## src/rtl/dts_pkg.sv

```systemverilog
// Shared types and constants for the DFS topological sort unit.
// No dependencies; imported by every module in rtl/.
package dts_pkg;

  localparam int MaxVertices = 16;
  localparam int VERTEX_W    = 4;   // vertex index width
  localparam int COUNT_W     = 5;   // holds 0..MaxVertices
  localparam int ADDR_W      = 3;   // APB byte address width

  localparam logic [COUNT_W-1:0] MAX_COUNT = COUNT_W'(MaxVertices);
  localparam logic [VERTEX_W-1:0] SP_LIMIT = VERTEX_W'(MaxVertices - 1);

  // Register indexes on the APB port.
  localparam logic REG_VERTEX_COUNT = 1'b0;

  typedef enum logic [2:0] {
    OP_NONE,
    OP_INIT,        // clear search state for a new run
    OP_ROOT_SKIP,   // root already visited, advance
    OP_ROOT_ENTER,  // start a new tree at the current root
    OP_STEP,        // one edge check or one pop
    OP_EMIT,        // load next order entry into the output register
    OP_CYCLE        // load the cycle report into the output register
  } dts_op_t;

  typedef struct packed {
    logic    row_wr;
    dts_op_t op;
  } dts_cmd_t;

  typedef struct packed {
    logic count_zero;    // effective vertex count is zero
    logic root_done;     // all roots tried
    logic root_visited;  // current root already visited
    logic top_done;      // top frame has no neighbor left
    logic sp_empty;      // no saved parent frame
    logic hit_cycle;     // current edge closes a cycle
    logic emit_last;     // next emitted vertex is the last one
  } dts_status_t;

endpackage

```

## src/rtl/dfs_topological_sort_unit.sv

```systemverilog
// Top level of the DFS topological sort unit with cycle detection.
// Depends on dts_pkg, dts_ctrl and dts_datapath.
//
// Usage:
//  - Input channel (in_valid/in_ready): one transaction carries one adjacency
//    row (row_index, row_bits). The transaction with last_row set stores its
//    row and starts the sort unless vertex_count is zero.
//  - Output channel (out_valid/out_ready): the vertices in topological order,
//    last set on the final one; or a single transaction with has_cycle set.
//  - APB port: register 0 (byte address 0) is vertex_count, reset 16.
//    Write it only while the unit is idle.
// Search:
//  - The search checks one edge per cycle through a single adjacency read
//    port: the roots are tried in index order, each entered vertex checks
//    its row one edge at a time and then goes onto the finish list, and
//    once all roots are done the finish list is loaded into the output
//    register one result at a time, last finished first.
//  - in_ready is low from the start of a run until the final result has
//    been loaded into the output register.
// Stalls: while out_ready is low the output register holds its transaction
// and the emit sequencer waits; nothing is dropped.
// Reset: synchronous, clears control state and sets vertex_count to 16.
// Stored rows are kept across runs; no clearing pass is needed.
module dfs_topological_sort_unit
  import dts_pkg::*;
(
  input  logic                clk,
  input  logic                rst,
  // input rows
  input  logic                in_valid,
  output logic                in_ready,
  input  logic [VERTEX_W-1:0] row_index,
  input  logic [15:0]         row_bits,
  input  logic                last_row,
  // results
  output logic                out_valid,
  input  logic                out_ready,
  output logic [VERTEX_W-1:0] vertex,
  output logic                has_cycle,
  output logic                last,
  // configuration
  input  logic                psel,
  input  logic                penable,
  input  logic                pwrite,
  input  logic [ADDR_W-1:0]   paddr,
  input  logic [31:0]         pwdata,
  output logic [31:0]         prdata,
  output logic                pready
);

  logic [COUNT_W-1:0] vertex_count;
  logic               reg_sel;
  dts_cmd_t           cmd;
  dts_status_t        status;

  // One register; word index is paddr[2], byte offset ignored.
  assign reg_sel = paddr[2];
  assign pready  = 1'b1;
  assign prdata  = (reg_sel == REG_VERTEX_COUNT) ? {27'b0, vertex_count} : 32'b0;

  always_ff @(posedge clk) begin
    if (rst) begin
      vertex_count <= MAX_COUNT;
    end else if (psel && penable && pwrite && pready
                 && (reg_sel == REG_VERTEX_COUNT)) begin
      vertex_count <= pwdata[COUNT_W-1:0];
    end
  end

  dts_ctrl u_ctrl (
    .clk       (clk),
    .rst       (rst),
    .in_valid  (in_valid),
    .last_row  (last_row),
    .in_ready  (in_ready),
    .out_valid (out_valid),
    .out_ready (out_ready),
    .status    (status),
    .cmd       (cmd)
  );

  dts_datapath u_datapath (
    .clk          (clk),
    .rst          (rst),
    .cmd          (cmd),
    .vertex_count (vertex_count),
    .row_index    (row_index),
    .row_bits     (row_bits),
    .status       (status),
    .vertex       (vertex),
    .has_cycle    (has_cycle),
    .last         (last)
  );

  // A run that starts must take the unit busy in the next cycle.
  a_run_busy : assert property (@(posedge clk) disable iff (rst)
    (in_valid && in_ready && last_row && !status.count_zero) |=> !in_ready)
    else $error("input accepted during a run");

  // A cycle report is always a lone final transaction with vertex 0.
  a_cycle_form : assert property (@(posedge clk) disable iff (rst)
    (out_valid && has_cycle) |-> (last && (vertex == '0)))
    else $error("malformed cycle report");

  // Results are only loaded once the search has finished.
  a_emit_idle_in : assert property (@(posedge clk) disable iff (rst)
    ((cmd.op == OP_EMIT) || (cmd.op == OP_CYCLE)) |-> !in_ready)
    else $error("result loaded while idle");

endmodule

```

## src/rtl/dts_datapath.sv

```systemverilog
// Datapath of the DFS sort: adjacency store, frame stack, visit sets,
// finish list and output payload register. Depends on dts_pkg.
module dts_datapath
  import dts_pkg::*;
(
  input  logic                clk,
  input  logic                rst,
  input  dts_cmd_t            cmd,
  input  logic [COUNT_W-1:0]  vertex_count,
  input  logic [VERTEX_W-1:0] row_index,
  input  logic [15:0]         row_bits,
  output dts_status_t         status,
  output logic [VERTEX_W-1:0] vertex,
  output logic                has_cycle,
  output logic                last
);

  logic [MaxVertices-1:0] adjacency [MaxVertices];
  logic [VERTEX_W-1:0]    stack_v   [MaxVertices];
  logic [COUNT_W-1:0]     stack_i   [MaxVertices];
  logic [VERTEX_W-1:0]    finish    [MaxVertices];

  logic [MaxVertices-1:0] visited;
  logic [MaxVertices-1:0] on_path;
  logic [COUNT_W-1:0]     finish_count;
  logic [VERTEX_W-1:0]    sp;
  logic [COUNT_W-1:0]     root;
  logic [VERTEX_W-1:0]    cur_v;
  logic [COUNT_W-1:0]     cur_i;

  logic [COUNT_W-1:0]     n;
  logic [VERTEX_W-1:0]    idx;
  logic [VERTEX_W-1:0]    root_v;
  logic [VERTEX_W-1:0]    sp_prev;
  logic                   edge_bit;
  logic                   push;

  assign n        = (vertex_count > MAX_COUNT) ? MAX_COUNT : vertex_count;
  assign idx      = cur_i[VERTEX_W-1:0];
  assign root_v   = root[VERTEX_W-1:0];
  assign sp_prev  = sp - VERTEX_W'(1);
  assign edge_bit = adjacency[cur_v][idx];

  assign status.count_zero   = (n == '0);
  assign status.root_done    = (root >= n);
  assign status.root_visited = visited[root_v];
  assign status.top_done     = (cur_i >= n);
  assign status.sp_empty     = (sp == '0);
  assign status.hit_cycle    = !status.top_done && edge_bit && on_path[idx];
  assign status.emit_last    = (finish_count == COUNT_W'(1));

  assign push = !status.top_done && edge_bit && !on_path[idx] && !visited[idx]
                && (sp < SP_LIMIT);

  // Storage arrays, no reset.
  always_ff @(posedge clk) begin
    if (cmd.row_wr) begin
      adjacency[row_index] <= row_bits;
    end
    if (cmd.op == OP_STEP) begin
      if (status.top_done) begin
        finish[finish_count[VERTEX_W-1:0]] <= cur_v;
      end else if (push) begin
        stack_v[sp] <= cur_v;
        stack_i[sp] <= cur_i + COUNT_W'(1);
      end
    end
  end

  // Search control state.
  always_ff @(posedge clk) begin
    if (rst) begin
      visited      <= '0;
      on_path      <= '0;
      finish_count <= '0;
      sp           <= '0;
      root         <= '0;
      cur_v        <= '0;
      cur_i        <= '0;
    end else begin
      case (cmd.op)
        OP_INIT: begin
          visited      <= '0;
          on_path      <= '0;
          finish_count <= '0;
          sp           <= '0;
          root         <= '0;
        end
        OP_ROOT_SKIP: begin
          root <= root + COUNT_W'(1);
        end
        OP_ROOT_ENTER: begin
          visited <= visited | (MaxVertices'(1) << root_v);
          on_path <= on_path | (MaxVertices'(1) << root_v);
          cur_v   <= root_v;
          cur_i   <= '0;
          sp      <= '0;
          root    <= root + COUNT_W'(1);
        end
        OP_STEP: begin
          if (status.top_done) begin
            on_path      <= on_path & ~(MaxVertices'(1) << cur_v);
            finish_count <= finish_count + COUNT_W'(1);
            if (!status.sp_empty) begin
              cur_v <= stack_v[sp_prev];
              cur_i <= stack_i[sp_prev];
              sp    <= sp_prev;
            end
          end else if (push) begin
            visited <= visited | (MaxVertices'(1) << idx);
            on_path <= on_path | (MaxVertices'(1) << idx);
            cur_v   <= idx;
            cur_i   <= '0;
            sp      <= sp + VERTEX_W'(1);
          end else begin
            cur_i <= cur_i + COUNT_W'(1);
          end
        end
        OP_EMIT: begin
          finish_count <= finish_count - COUNT_W'(1);
        end
        default: begin
        end
      endcase
    end
  end

  // Output payload register.
  always_ff @(posedge clk) begin
    if (cmd.op == OP_EMIT) begin
      vertex    <= finish[finish_count[VERTEX_W-1:0] - VERTEX_W'(1)];
      has_cycle <= 1'b0;
      last      <= status.emit_last;
    end else if (cmd.op == OP_CYCLE) begin
      vertex    <= '0;
      has_cycle <= 1'b1;
      last      <= 1'b1;
    end
  end

endmodule

```

## src/rtl/dts_ctrl.sv

```systemverilog
// Controller FSM of the DFS sort: input handshake, search sequencing,
// output valid. Depends on dts_pkg.
module dts_ctrl
  import dts_pkg::*;
(
  input  logic        clk,
  input  logic        rst,
  input  logic        in_valid,
  input  logic        last_row,
  output logic        in_ready,
  output logic        out_valid,
  input  logic        out_ready,
  input  dts_status_t status,
  output dts_cmd_t    cmd
);

  typedef enum logic [2:0] {
    S_IDLE,
    S_ROOT,
    S_STEP,
    S_EMIT,
    S_CYCLE
  } state_t;

  state_t state;
  state_t state_next;
  logic   out_free;
  logic   out_load;

  assign in_ready = (state == S_IDLE);
  assign out_free = !out_valid || out_ready;

  always_comb begin
    cmd.row_wr = in_valid && in_ready;
    cmd.op     = OP_NONE;
    state_next = state;
    unique case (state)
      S_IDLE: begin
        if (in_valid && last_row && !status.count_zero) begin
          cmd.op     = OP_INIT;
          state_next = S_ROOT;
        end
      end
      S_ROOT: begin
        if (status.root_done) begin
          state_next = S_EMIT;
        end else if (status.root_visited) begin
          cmd.op = OP_ROOT_SKIP;
        end else begin
          cmd.op     = OP_ROOT_ENTER;
          state_next = S_STEP;
        end
      end
      S_STEP: begin
        cmd.op = OP_STEP;
        if (status.top_done && status.sp_empty) begin
          state_next = S_ROOT;
        end else if (status.hit_cycle) begin
          state_next = S_CYCLE;
        end
      end
      S_EMIT: begin
        if (out_free) begin
          cmd.op = OP_EMIT;
          if (status.emit_last) begin
            state_next = S_IDLE;
          end
        end
      end
      S_CYCLE: begin
        if (out_free) begin
          cmd.op     = OP_CYCLE;
          state_next = S_IDLE;
        end
      end
      default: begin
        state_next = S_IDLE;
      end
    endcase
  end

  assign out_load = (cmd.op == OP_EMIT) || (cmd.op == OP_CYCLE);

  always_ff @(posedge clk) begin
    if (rst) begin
      state     <= S_IDLE;
      out_valid <= 1'b0;
    end else begin
      state <= state_next;
      if (out_load) begin
        out_valid <= 1'b1;
      end else if (out_ready) begin
        out_valid <= 1'b0;
      end
    end
  end

endmodule
```

## config.mk

```make
export PLATFORM = sky130hd
export DESIGN_NAME = dfs_topological_sort_unit
export DESIGN_NICKNAME = d
export VERILOG_FILES = /design/src/rtl/dts_pkg.sv /design/src/rtl/dfs_topological_sort_unit.sv /design/src/rtl/dts_datapath.sv /design/src/rtl/dts_ctrl.sv
export SDC_FILE = /design/constraint.sdc
export NUM_CORES = 1
export LEC_CHECK = 0
export ABC_AREA = 1
export BUFFER_PORTS_ARGS = -buffer_cell sky130_fd_sc_hd__buf_4
export CORE_MARGIN = 2
export CORE_UTILIZATION = 30
export CTS_CLUSTER_DIAMETER = 40
export DETAILED_ROUTE_END_ITERATION = 7
export GPL_TIMING_DRIVEN = 0
export PLACE_DENSITY = 0.42
export SYNTH_ARGS = -nofsm -noshare
export SYNTH_HDL_FRONTEND = slang
export SYNTH_SLANG_ARGS = --single-unit
```

## constraint.sdc

```tcl
create_clock -name clk -period 4.2 [get_ports clk]
set_input_delay 0.21 -clock clk [delete_from_list [all_inputs] [get_ports clk]]
set_output_delay 0.21 -clock clk [all_outputs]
set_load 0.02 [all_outputs]
```

* Word level (Yosys, flattened, before mapping)
Memories as Yosys holds them, arrays and structs flattened. A register that Yosys moved wholly into a read port is not among the register bits.
Cells that the tools add are included.
** Storage, ports and cells
- Bits in registers :: 70
- Bits in latches :: 0
- RAM bits :: 464
- ROM bits :: 0
- Bits of input ports :: 63
- Output and inout bits :: 41
- Logic and storage cells :: 163
- Memories kept :: 4
** Memories
- u_datapath.adjacency :: depth 16, width 16, rd ports 1, clocked after Yosys merged registers in 1, write ports 1, RTL line dts_datapath.sv:18 : logic [MaxVertices-1:0] adjacency [MaxVertices];
- u_datapath.stack_i :: depth 16, width 5, rd ports 1, clocked after Yosys merged registers in 0, write ports 1, RTL line dts_datapath.sv:20 : logic [COUNT_W-1:0] stack_i [MaxVertices];
- u_datapath.finish :: depth 16, width 4, rd ports 1, clocked after Yosys merged registers in 0, write ports 1, RTL line dts_datapath.sv:21 : logic [VERTEX_W-1:0] finish [MaxVertices];
- u_datapath.stack_v :: depth 16, width 4, rd ports 1, clocked after Yosys merged registers in 0, write ports 1, RTL line dts_datapath.sv:19 : logic [VERTEX_W-1:0] stack_v [MaxVertices];
** Cells by class
- $add $sub $neg :: 7
- $mul :: 0
- Div/mod/pow operators :: 0
- $lt $le $gt $ge :: 6
- Equal/unequal tests :: 22
- Shift-type cells :: 3
- Multiplexer cells :: 63
- Bitwise gates (word level) :: 7
- Reduce and logical (&&, ||, !) cells :: 38
** Operators with widths (count)
- 16-bit case mux with 3 select lines :: 2
- 16-bit two-way mux :: 4
- 16-bit bitwise OR :: 4
- 1-bit by 4-bit << shifter with 16-bit output, first input constant :: 3
- 4-bit two-way mux :: 10
- 3-bit two-way mux :: 11
- 5-bit two-way mux :: 6
- 3-bit case mux with 5 select lines :: 2
- 5-bit case mux with 2 select lines :: 2
- 1-bit two-way mux :: 19
- 16-bit AND :: 1
- 1-bit binary-select mux with 4-bit select :: 4
- 16-bit NOT :: 1
- 4-bit case mux with 2 select lines :: 2
- 5-bit by 1-bit adder with 5-bit output, second input constant :: 3
- 5-bit case mux with 3 select lines :: 1
- 3-bit by 2-bit equality test with 1-bit output, second input constant :: 4
- 3-bit equality test, second input constant :: 4
- 1-bit logical AND :: 12
- 5-bit >= comparator :: 2
- 4-bit by 5-bit less-than comparator with 1-bit output, second input constant :: 2
- 2-bit nonzero test :: 5
- 3-bit AND reduction :: 3
- 2-bit != test, second input constant :: 4
- other kinds (20) :: 35

* Longest topological paths before layout
Gate-level depths: netlist of run 1.
- Word-level depth :: 13
- Mapped depth :: 19
- Depth with buffers taken out :: 17

* Hierarchy
A second synthesis of run 1 with hierarchy kept.
** Second synthesis, totals
- Cells, all modules :: 2445
- Area total of the unflattened synthesis :: 24633.6 µm²
** Modules (own cells, without submodules)
- dts_datapath :: times used 1, cells an instance 2298, area an instance 23770.3 µm², sequential area each 15284.7 µm²
- dfs_topological_sort_unit :: times used 1, cells an instance 76, area an instance 491.7 µm², sequential area each 100.1 µm²
- dts_ctrl :: times used 1, cells an instance 71, area an instance 371.6 µm², sequential area each 80.1 µm²

* Worst setup path after synthesis of run 1
Ideal clock, no wire load.
- Path type :: register to register
- Start point :: reg vertex_count[1]
- End point :: mem u_datapath.stack_i[0][0], enable pin
- Library setup time :: 0.387 ns
- Arrival time :: 2.694 ns
- Required time :: 3.813 ns
- Path slack :: 1.119 ns
- Cell stages (with the launch flop) :: 14
- Buffers on the path :: 0
- Clock period less this slack :: 3.081 ns
- Path through :: dfxtp_1 nor4_1 nor2_1 inv_1 nand2_1 ha_1 a21oi_1 o21a_1 nand3_1 inv_1 nand3_1 inv_1 nand4_1 nor3_1
** On the way
- Word-level cells in the longest chain between the ends :: 12
- Elaborated cells between the ends (all ways) :: 20
- Classes of those cells :: order compare (3); eq/ne (1); mux (8); reduce/logical (8)
** RTL lines
- start, declared :: RTL line dfs_topological_sort_unit.sv:51 : logic [COUNT_W-1:0] vertex_count;
- start signal, assigned :: RTL line dfs_topological_sort_unit.sv:66 : vertex_count <= pwdata[COUNT_W-1:0];
- 5-bit > comparator :: RTL line dts_datapath.sv:38 : assign n = (vertex_count > MAX_COUNT) ? MAX_COUNT : vertex_count;
- 5-bit two-way mux * :: RTL line dts_datapath.sv:38
- branches (longest 8 deep; another with 5-bit >= comparator)
- 1-bit two-way mux * :: RTL line dts_datapath.sv:60 : if (cmd.op == OP_STEP) begin
- 1-bit two-way mux (implied by the code) * :: RTL line dts_datapath.sv:65 : stack_i[sp] <= cur_i + COUNT_W'(1);
- end, declared :: RTL line dts_datapath.sv:20
Every way passes the cells marked *.

==> results by group, run 1 <==
Clock tree
  – Clk slew on worst S/H paths: 50 ps
  – CTS root buf: clkbuf_16
  – TritonCTS clock tree: done
  – H-tree levels: 3
  – CTS Buf Count: 100
  – Clk_lat worst skew: 670 ps
  – Bufs on Longest Clock Path: 3
  – # clock sinks: 538

Cells and area
  – Fillers: 7932
  – Multi-input combinational cell area: 0.00760 mm2
  – Most frequent cells in the layout: edfxtp_1 (469), nand2_1 (427), nand3_1 (278)
  – Layout net count: 2617
  – Layout Area Growth over Synthesis: 24.6%
  – Post-Layout Cell Count: between 3000 and 4000
  – Commonest non-fill, non-tap cell in the layout: edfxtp_1
  – Register area: 0.0155 mm2
  – Antenna cells: 0
  – Layout cells sized above 1: 0.149
  – Final design utilization: 0.377

Power
  – Sw power: 9180 uW
  – Power Density: 773 mW/mm2
  – Seq pwr share: 0.290
  – Internal: about 14000 uW
  – Clk pwr share: 0.357
  – Max IR drop VDD: 0.387 mV
  – Net Sw Frac: 0.392
  – Power share of the combinational group: 0.353
  – Total power: 23400 uW
  – Leak: about 0.011 uW

Critical path
  – Crit-path max cell delay: 820 ps
  – Critical path peak fanout: 10
  – Crit path cell chain: clkbuf_1 > inv_1 > buf_2 > nand3_1 > nand3_1 > nand3_1 > nand2_1 > nand3_2 > nand3_1 > inv_1 > nand4_1 > nor3_2
  – WP data arrival: 4230 ps
  – Critical path launch point type: register
  – WP data required: roughly 4500 ps
  – Slowest-stage cell, CP: nor3_2
  – Flop-to-flop setup slack: 210 ps
  – Most used cell along the critical path: nand3_1
  – Crit path capture type: register
  – CP Class: register to register

Synth
  – Cells after Synth: 2301
  – Top_reg_cell synth: edfxtp_1
  – Area contributors post-synth: edfxtp_1 (58%), nand2_1 (6.6%), nand3_1 (5.7%), dfxtp_1 (5.7%), o21ai_0 (2.9%)
  – Post-synthesis cell area: 0.0243 mm2
  – Seq cells post-synth: 538
  – Number of flops mapped to enable cells by yosys: 469
  – Synth unique cells: 54
  – Ys async rst share: 0
  – Syn_area_per_cell: 10.6 um2
  – Yosys warnings: 0
  – Top cell type's share of synthesized area: 0.579
  – Seq/Total Area, Yosys: 0.636
  – Leading area contributor after synthesis: edfxtp_1

Place
  – I/O Buffers: 46
  – Placed Cells: 3456
  – Post-detail-place hpwl: 52300 um
  – Final Wtd Congestion: 0.909

Timing
  – Crit share post-route: 0.949
  – Max transition margin: 0.123
  – Tmin final: 3990 ps
  – Final Max Tran Viols: 0
  – RSZ-0062 raised after global routing: no
  – Final hold violations: 0
  – Clock Skew: ~46 ps
  – Max Freq: 251 MHz
  – Setup violations, final: 0
  – Hold Worst Slack: 147 ps
  – Worst Tran Pin Value: 1310 ps

Drt
  – Drt wl/cell: 21.7 um
  – Drt drc: 0
  – Initial DRC count: 1449
  – Via Count: 18200
  – Via/cell ratio: just under 5
  – Routed wire length: approximately 80000 um
  – DRT antenna net count: 0
  – Drt pass-1 iters: 5

Global routing
  – Overflow after GRT: 0
  – Vias in the first global route: 18100
  – GRT Util Overall: 0.190
  – Global routing usage on met2: 0.313
  – Met1 Use GR: 0.262
  – Most used routing layer: met2
  – Largest net degree at the start of global routing: 38
  – GR Layer Usage met3: 0.0269
  – Global-route wire length before repair: 119000 um
  – Initial antenna violation count: 0

Floorplan
  – Initial core utilization: 0.302
  – Die ar.: about 0.083 mm2
  – Die extent in x: 289 um
  – I/O Pins: 104
  – Core area: between 0.08 and 0.09 mm2
  – Die Y: 289 um
  – # rows: around 100

Outcome
  – Status: finished clean

Job
  – Max-Cap Viols: 0

Min path
  – Worst min path class: input pin to register
-- worst max-delay path, delay by kind of cell, from the launching register on --
family	cells	cell delay, ps
buf+inv	4	1300
simple gates	8	1990
flops	1	310
-- stage by stage --
step	cell area [um2]	TNS (ps)	setup WS (ps)
floorplan	24400	0	1120
global placement	26100	-25720	-581
detailed placement	26500	-1510	-78.2
CTS	30300	0	41.4
global route	30300	0	32.1
finish	30300	0	213
-- final timing paths --
path                   startpoint  cells past startpoint                  endpoint
max                      register                     12  u_datapath.stack_i[1][3]
min                          psel                      4           vertex_count[0]
max reg2reg              register                     12  u_datapath.stack_i[1][3]
min reg2reg  u_datapath.has_cycle                      2      u_datapath.has_cycle
-- metal layers --
metal  wire length (um)  vias to the layer above
met4               1700                        0
met5                  0                        -
met2              37700                      513
met1              36500                     8991
met3               3570                      131
li1                   -                     8552
-- synthesized netlist by cell type, drive strengths merged, types with 9 or more instances --
master,count
a21oi,133
a22oi,10
o211ai,31
nand4,13
edfxtp,469
inv,163
nor2,189
nand3,287
dfxtp,69
o22ai,18
nand2,435
a221oi,14
o21ai,157
buf,89
clkbuf,67
o32ai,9
nor3,18
or2,19
ha,32
o221ai,23
-- sequential cells by signal, indices dropped and copies added, names as in the netlist, named ones only --
| name | flops |
|---|---|
| u_ctrl.out_valid | 1 |
| u_ctrl.state | 3 |
| u_datapath.adjacency | 256 |
| u_datapath.cur_i | 5 |
| u_datapath.cur_v | 4 |
| u_datapath.finish | 64 |
| u_datapath.finish_count | 5 |
| u_datapath.has_cycle | 1 |
| u_datapath.last | 1 |
| u_datapath.on_path | 16 |
| u_datapath.root | 5 |
| u_datapath.sp | 4 |
| u_datapath.stack_i | 80 |
| u_datapath.stack_v | 64 |
| u_datapath.vertex | 4 |
| u_datapath.visited | 16 |
| vertex_count | 5 |
-- logic make-up after synthesis --
family / Yosys count / synth area share
and+or+nand+nor: 967 / 0.174
DFF: 538 / 0.636
AOI/OAI and AO/OA: 416 / 0.102
buffers and inverters: 325 / 0.0625
adders and majority gates: 32 / 0.0165
xor gates and xnor gates: 13 / 0.00499
muxes: 8 / 0.00329
other: 2 / 0.000309
-- final cells by class --
class	instances	share of cell area
repair buffers	85	0.0278
well taps	1060	0.0438
clock inverters	68	0.0311
multi-input cells	1473	0.251
inverters	169	0.0209
plain buffers	155	0.0291
clock buffers	115	0.0855
flip-flops and latches	538	0.511
-- power groups by stage --
stage | sequential [uW] | clock [uW] | combinational, uW
floorplan | 6720 | 0 | 5170
global route | 6830 | 8750 | 9040
finish | 6790 | 8370 | 8260
global placement | 6890 | 0 | 8170
CTS | 6790 | 8510 | 8290
detailed placement | 6890 | 0 | 8230
-- timing repair --
action | CTS | global route
setup buffers | 0 | 0
cloned | 0 | 0
pin swaps | 0 | 1
hold endpoints to repair | 271 | 0
hold buffers | 25 | 0
gates resized for setup | 4 | 5
setup endpoints to repair | 32 | 44
Note: power is estimated with default switching activity, not from simulation.
==> run 2, diff against run 1 <==
==> constraint.sdc (replaced) <==
create_clock -name clk -period 4.8 [get_ports clk]
set_input_delay 0.24 -clock clk [delete_from_list [all_inputs] [get_ports clk]]
set_output_delay 0.24 -clock clk [all_outputs]
set_load 0.02 [all_outputs]
==> results by group, run 2 (synthesis results as in run 1) <==
Critical path
  – Critical path launch point type: register
  – Crit path buf inv count: 5
  – Slowest-stage cell, CP: clkbuf_1
  – CP Class: register to register
  – Crit-path max cell delay: 540 ps
  – Critical path peak fanout: 12
  – CP top delay family: buffers and inverters
  – Crit path cell chain: inv_1 > clkbuf_1 > clkbuf_1 > ha_1 > xnor2_1 > clkinv_1 > clkbuf_1 > o211ai_1 > a21oi_1 > a221oi_1 > nand3_1 > nand2_1 > nor2_1
  – WP data arrival: 4840 ps
  – Crit path capture type: register
  – Most used cell along the critical path: clkbuf_1
  – WP data required: 5330 ps

Clock tree
  – Bufs on Longest Clock Path: 3
  – H-tree levels: 3
  – Clk slew on worst S/H paths: 40 ps
  – # clock sinks: 538
  – CTS Buf Count: 100
  – CTS root buf: clkbuf_16
  – TritonCTS clock tree: done
  – Clk_lat worst skew: 670 ps

Outcome
  – Status: finished clean

Timing
  – TNS Setup: 0 ps
  – Crit share post-route: 0.898
  – Setup violations, final: 0
  – Tmin final: 4310 ps
  – Clock Skew: between 40 and 50 ps
  – Final hold violations: 0
  – RSZ-0062 raised after global routing: no
  – Final Max Tran Viols: 0
  – Max transition margin: 0.0771
  – Max Freq: between 200 and 250 MHz
  – Worst Tran Pin Value: 1380 ps

Floorplan
  – Die ar.: between 0.08 and 0.09 mm2
  – # rows: 104
  – Die Y: 289 um
  – Initial core utilization: 0.302
  – I/O Pins: 104
  – Die extent in x: approximately 290 um
  – Core area: approximately 0.08 mm2

Power
  – Max IR drop VDD: 0.337 mV
  – Power Density: 676 mW/mm2
  – Leak: 0.0110 uW

Drt
  – Initial DRC count: 1495
  – DRT antenna net count: 0
  – Via Count: 18200
  – Drt drc: 0
  – Drt pass-1 iters: 6
  – Via/cell ratio: about 5.0
  – Drt wl/cell: 21.7 um
  – Routed wire length: 79600 um

Global routing
  – Global-route wire length before repair: 119000 um
  – Met1 Use GR: 0.263
  – Most used routing layer: met2
  – Initial antenna violation count: 0
  – Overflow after GRT: 0
  – Vias in the first global route: 18100
  – GR Layer Usage met3: 0.0269
  – Global routing usage on met2: 0.313
  – Largest net degree at the start of global routing: 38
  – GRT Util Overall: 0.190

Place
  – Final Wtd Congestion: 0.909
  – Placed Cells: 3456
  – I/O Buffers: between 40 and 50
  – Post-detail-place hpwl: 52300 um
  – DP Area: 0.0265 mm2

Cells and area
  – Most frequent cells in the layout: edfxtp_1 (469), nand2_1 (427), nand3_1 (278)
  – Reg with most FFs: u_datapath.adjacency
  – Final design utilization: 0.376
  – Commonest non-fill, non-tap cell in the layout: edfxtp_1
  – Largest registers: u_datapath.adjacency x256, u_datapath.stack_i x80
  – Layout Area Growth over Synthesis: 24.5%
  – Max reg flops: 256
  – Design Area, Final: between 0.03 and 0.04 mm2
  – Layout net count: between 2000 and 3000
  – Antenna cells: 0
  – Post-Layout Cell Count: roughly 3700
  – Layout cells sized above 1: 0.146

Min path
  – Worst min path class: input pin to register

Job
  – Max-Cap Viols: 0
[run 2: worst paths after layout]
| kind | startpoint | end | slack (ps) | cells past startpoint |
|---|---|---|---|---|
| hold reg to reg | u_datapath.has_cycle | u_datapath.has_cycle | 450 | 2 |
| hold / removal | psel | vertex_count[0] | 180 | 4 |
| setup / recovery | u_datapath.sp[0] | register | 490 | 13 |
| setup reg to reg | u_datapath.sp[0] | register | 490 | 13 |
[run 2: tightest hold or removal path: stages]
cell and delay [ps]:
buf_4 70, and3_1 190, inv_1 120, a21oi_1 150
[run 2: cell type report]
type / instances / area (um2)
Timing Repair Buffer: 85 / 842
Inverter: 169 / 634
Clock inverter: 68 / 942
Buffer: 156 / 885
Fill cell: 7929 / 50200
Clock buffer: 115 / 2590
Multi-Input combinational cell: 1473 / 7580
Sequential cell: 538 / 15500
Tap cell: 1060 / 1330
[run 2: where the power goes]
group	internal (uW)	switching, uW
Sequential	5610	335
Clock	4810	2510
Combinational	2030	5180
[run 2: timing repair]
action                                 in CTS  in global routing
gates resized for setup                     0                  0
hold buffers                               25                  0
setup buffers                               0                  0
endpoints found under the hold margin     271                  0
[run 2: routing by layer]
metal,wire length [um],part of all wire
met5,0,0
met4,1760,0.022
met3,3800,0.048
met2,37500,0.47
met1,36500,0.46
[run 2: per-stage QoR]
stage	setup WS, ps	power (uW)	hold slack [ps]
finish	491	20500	179
global route	121	21500	218
CTS	489	20600	145
detailed placement	522	13200	452
global placement	18.6	13200	451
floorplan	1720	10400	318
==> run 3, diff against run 2 <==
--- a/config.mk
+++ b/config.mk
@@ -8,11 +8,11 @@
 export ABC_AREA = 1
 export BUFFER_PORTS_ARGS = -buffer_cell sky130_fd_sc_hd__buf_4
 export CORE_MARGIN = 2
-export CORE_UTILIZATION = 30
+export CORE_UTILIZATION = 60
 export CTS_CLUSTER_DIAMETER = 40
 export DETAILED_ROUTE_END_ITERATION = 7
 export GPL_TIMING_DRIVEN = 0
-export PLACE_DENSITY = 0.42
+export PLACE_DENSITY = 0.75
 export SYNTH_ARGS = -nofsm -noshare
 export SYNTH_HDL_FRONTEND = slang
 export SYNTH_SLANG_ARGS = --single-unit
==> results by group, run 3 (synthesis results as in run 1) <==
Floorplan
  – # rows: 73
  – Die ar.: 0.0421 mm2
  – Die extent in x: 205 um
  – I/O Pins: 104
  – Die Y: 205 um
  – Core area: 0.0398 mm2
  – Initial core utilization: 0.610

Global routing
  – Vias in the first global route: about 18000
  – Overflow after GRT: 0
  – Largest net degree at the start of global routing: 38
  – Global-route wire length before repair: 106000 um
  – Initial antenna violation count: 0
  – GRT Util Overall: 0.337

Drt
  – Routed wire length: 70100 um
  – Via/cell ratio: approximately 6.1
  – Drt wl/cell: between 20 and 25 um
  – Via Count: 18800
  – DRT antenna net count: 0
  – Drt drc: 0
  – Drt pass-1 iters: 5
  – Initial DRC count: 2240

Clock tree
  – Clk_lat worst skew: 610 ps
  – CTS Buf Count: 73
  – Bufs on Longest Clock Path: 3
  – Clk slew on worst S/H paths: approximately 50 ps
  – CTS root buf: clkbuf_16
  – TritonCTS clock tree: done
  – H-tree levels: 3
  – # clock sinks: 538

Timing
  – Max transition margin: 0.0133
  – TNS Setup: 0 ps
  – Tmin final: 4210 ps
  – Setup WS post-layout: 591 ps
  – Crit share post-route: 0.877
  – Final Max Tran Viols: 0
  – Worst Tran Pin Value: between 1000 and 1500 ps
  – Max Freq: around 240 MHz
  – Final hold violations: 0
  – Hold Worst Slack: 22.3 ps
  – RSZ-0062 raised after global routing: no
  – Setup violations, final: 0
  – Clock Skew: between 20 and 25 ps

Cells and area
  – Antenna cells: 0
  – Final design utilization: 0.715
  – Layout Area Growth over Synthesis: 17.1%
  – Max reg flops: 256
  – Reg with most FFs: u_datapath.adjacency
  – Layout cells sized above 1: 0.134
  – Most frequent cells in the layout: edfxtp_1 (469), nand2_1 (427), nand3_1 (278)
  – Commonest non-fill, non-tap cell in the layout: edfxtp_1
  – Largest registers: u_datapath.adjacency x256, u_datapath.stack_i x80
  – Design Area, Final: 0.0285 mm2
  – Layout net count: 2593

Place
  – Final Wtd Congestion: just over 0.9
  – I/O Buffers: between 40 and 50
  – Pre-CTS WS: 649 ps
  – Post-detail-place hpwl: 45700 um
  – DP Area: 0.0259 mm2

Critical path
  – Flop-to-flop setup slack: 590 ps
  – Slowest-stage cell, CP: xnor2_1
  – Most used cell along the critical path: clkbuf_1
  – Crit. path cell count: 13
  – CP top delay family: buffers and inverters
  – WP data arrival: 4680 ps
  – Critical path launch point type: register
  – Crit path capture type: register
  – Worst r2r src: u_datapath.sp[0]
  – Critical Path Start: u_datapath.sp[0]
  – Crit path buf inv count: 5
  – CP Class: register to register
  – Worst reg-to-reg path cell count: 13
  – Critical path peak fanout: 12
  – Crit-path max cell delay: 510 ps
  – Crit path cell chain: inv_1 > clkbuf_1 > clkbuf_1 > ha_1 > xnor2_1 > clkinv_1 > clkbuf_1 > o211ai_1 > a21oi_1 > a221oi_1 > nand3_1 > nand2_1 > nor2_1
  – WP data required: 5270 ps

Job
  – Max-Cap Viols: 0

Min path
  – Worst min path class: input pin to register
  – Worst hold path startpoint: out_ready

Power
  – Power Density: 637 mW/mm2
  – Max IR drop VDD: approximately 0.47 mV
  – Leak: around 0.011 uW

Outcome
  – Status: finished clean
## run 3: changes by cell type in the layout (fill, tap and decap cells not counted), moves of 4 or more
cell | previous run | this run
buf_16 | 5 | 9
bufinv_16 | 17 | 2
clkbuf_1 | 80 | 74
clkbuf_16 | 101 | 76
clkinv_1 | 16 | 10
clkinv_2 | 13 | 8
clkinvlp_4 | 10 | 14
inv_6 | 6 | 10
nor2_2 | 11 | 19
nor2_4 | 9 | 1
## run 3: final cells by class
type	count	area, um2
clock inverters	47	414
fillers	2779	11400
plain buffers	156	885
inverters	169	634
clock buffers	83	1930
repair buffers	87	945
flip-flops and latches	538	15500
well taps	525	657
multi-input cells	1473	7530
## run 3: timing repair
action | 4_1_cts | 5_1_grt
setup buffers | 0 | 0
hold endpoints to repair | 269 | 0
hold buffers | 22 | 0
gates resized for setup | 0 | 0
endpoints found under the setup margin | 0 | 0
## run 3: report_power, final
part	internal, uW	switching, uW	total [uW]
logic	2030	4980	7020
registers	5600	329	5930
clock network	3050	2140	5190
total	10700	7450	18100
## run 3: how the worst min path moves through the flow
stage / endpoint / slack, ps / depth (start not counted)
2_1_floorplan: u_datapath.finish_count[3] / 320 / 1
3_3_place_gp: u_datapath.has_cycle / 440 / 2
3_5_place_dp: u_datapath.has_cycle / 450 / 2
4_1_cts: u_ctrl.out_valid / 10 / 4
5_1_grt: vertex_count[4] / 60 / 3
6_report: u_ctrl.out_valid / 20 / 4
## run 3: layer usage
metal / GRT usage / share of wire / vias to the layer above / wire [um]
li1: - / - / 8481 / -
met1: 0.415 / 0.37 / 8999 / 26200
met2: 0.560 / 0.49 / 1103 / 34300
met3: 0.0713 / 0.087 / 266 / 6080
met4: 0.177 / 0.052 / 0 / 3630
met5: 0 / 0 / - / 0
## run 3: through the flow
step | instances | power [uW]
2_1_floorplan | 2336 | 10400
3_3_place_gp | 2907 | 12600
3_5_place_dp | 2926 | 12800
4_1_cts | 3078 | 18000
5_1_grt | 3078 | 18900
6_report | 3078 | 18100
## run 3: tightest hold or removal path, cell delays in order
cell and delay [ps]:
buf_4 80, nor2_1 60, o21ai_0 150, inv_1 50
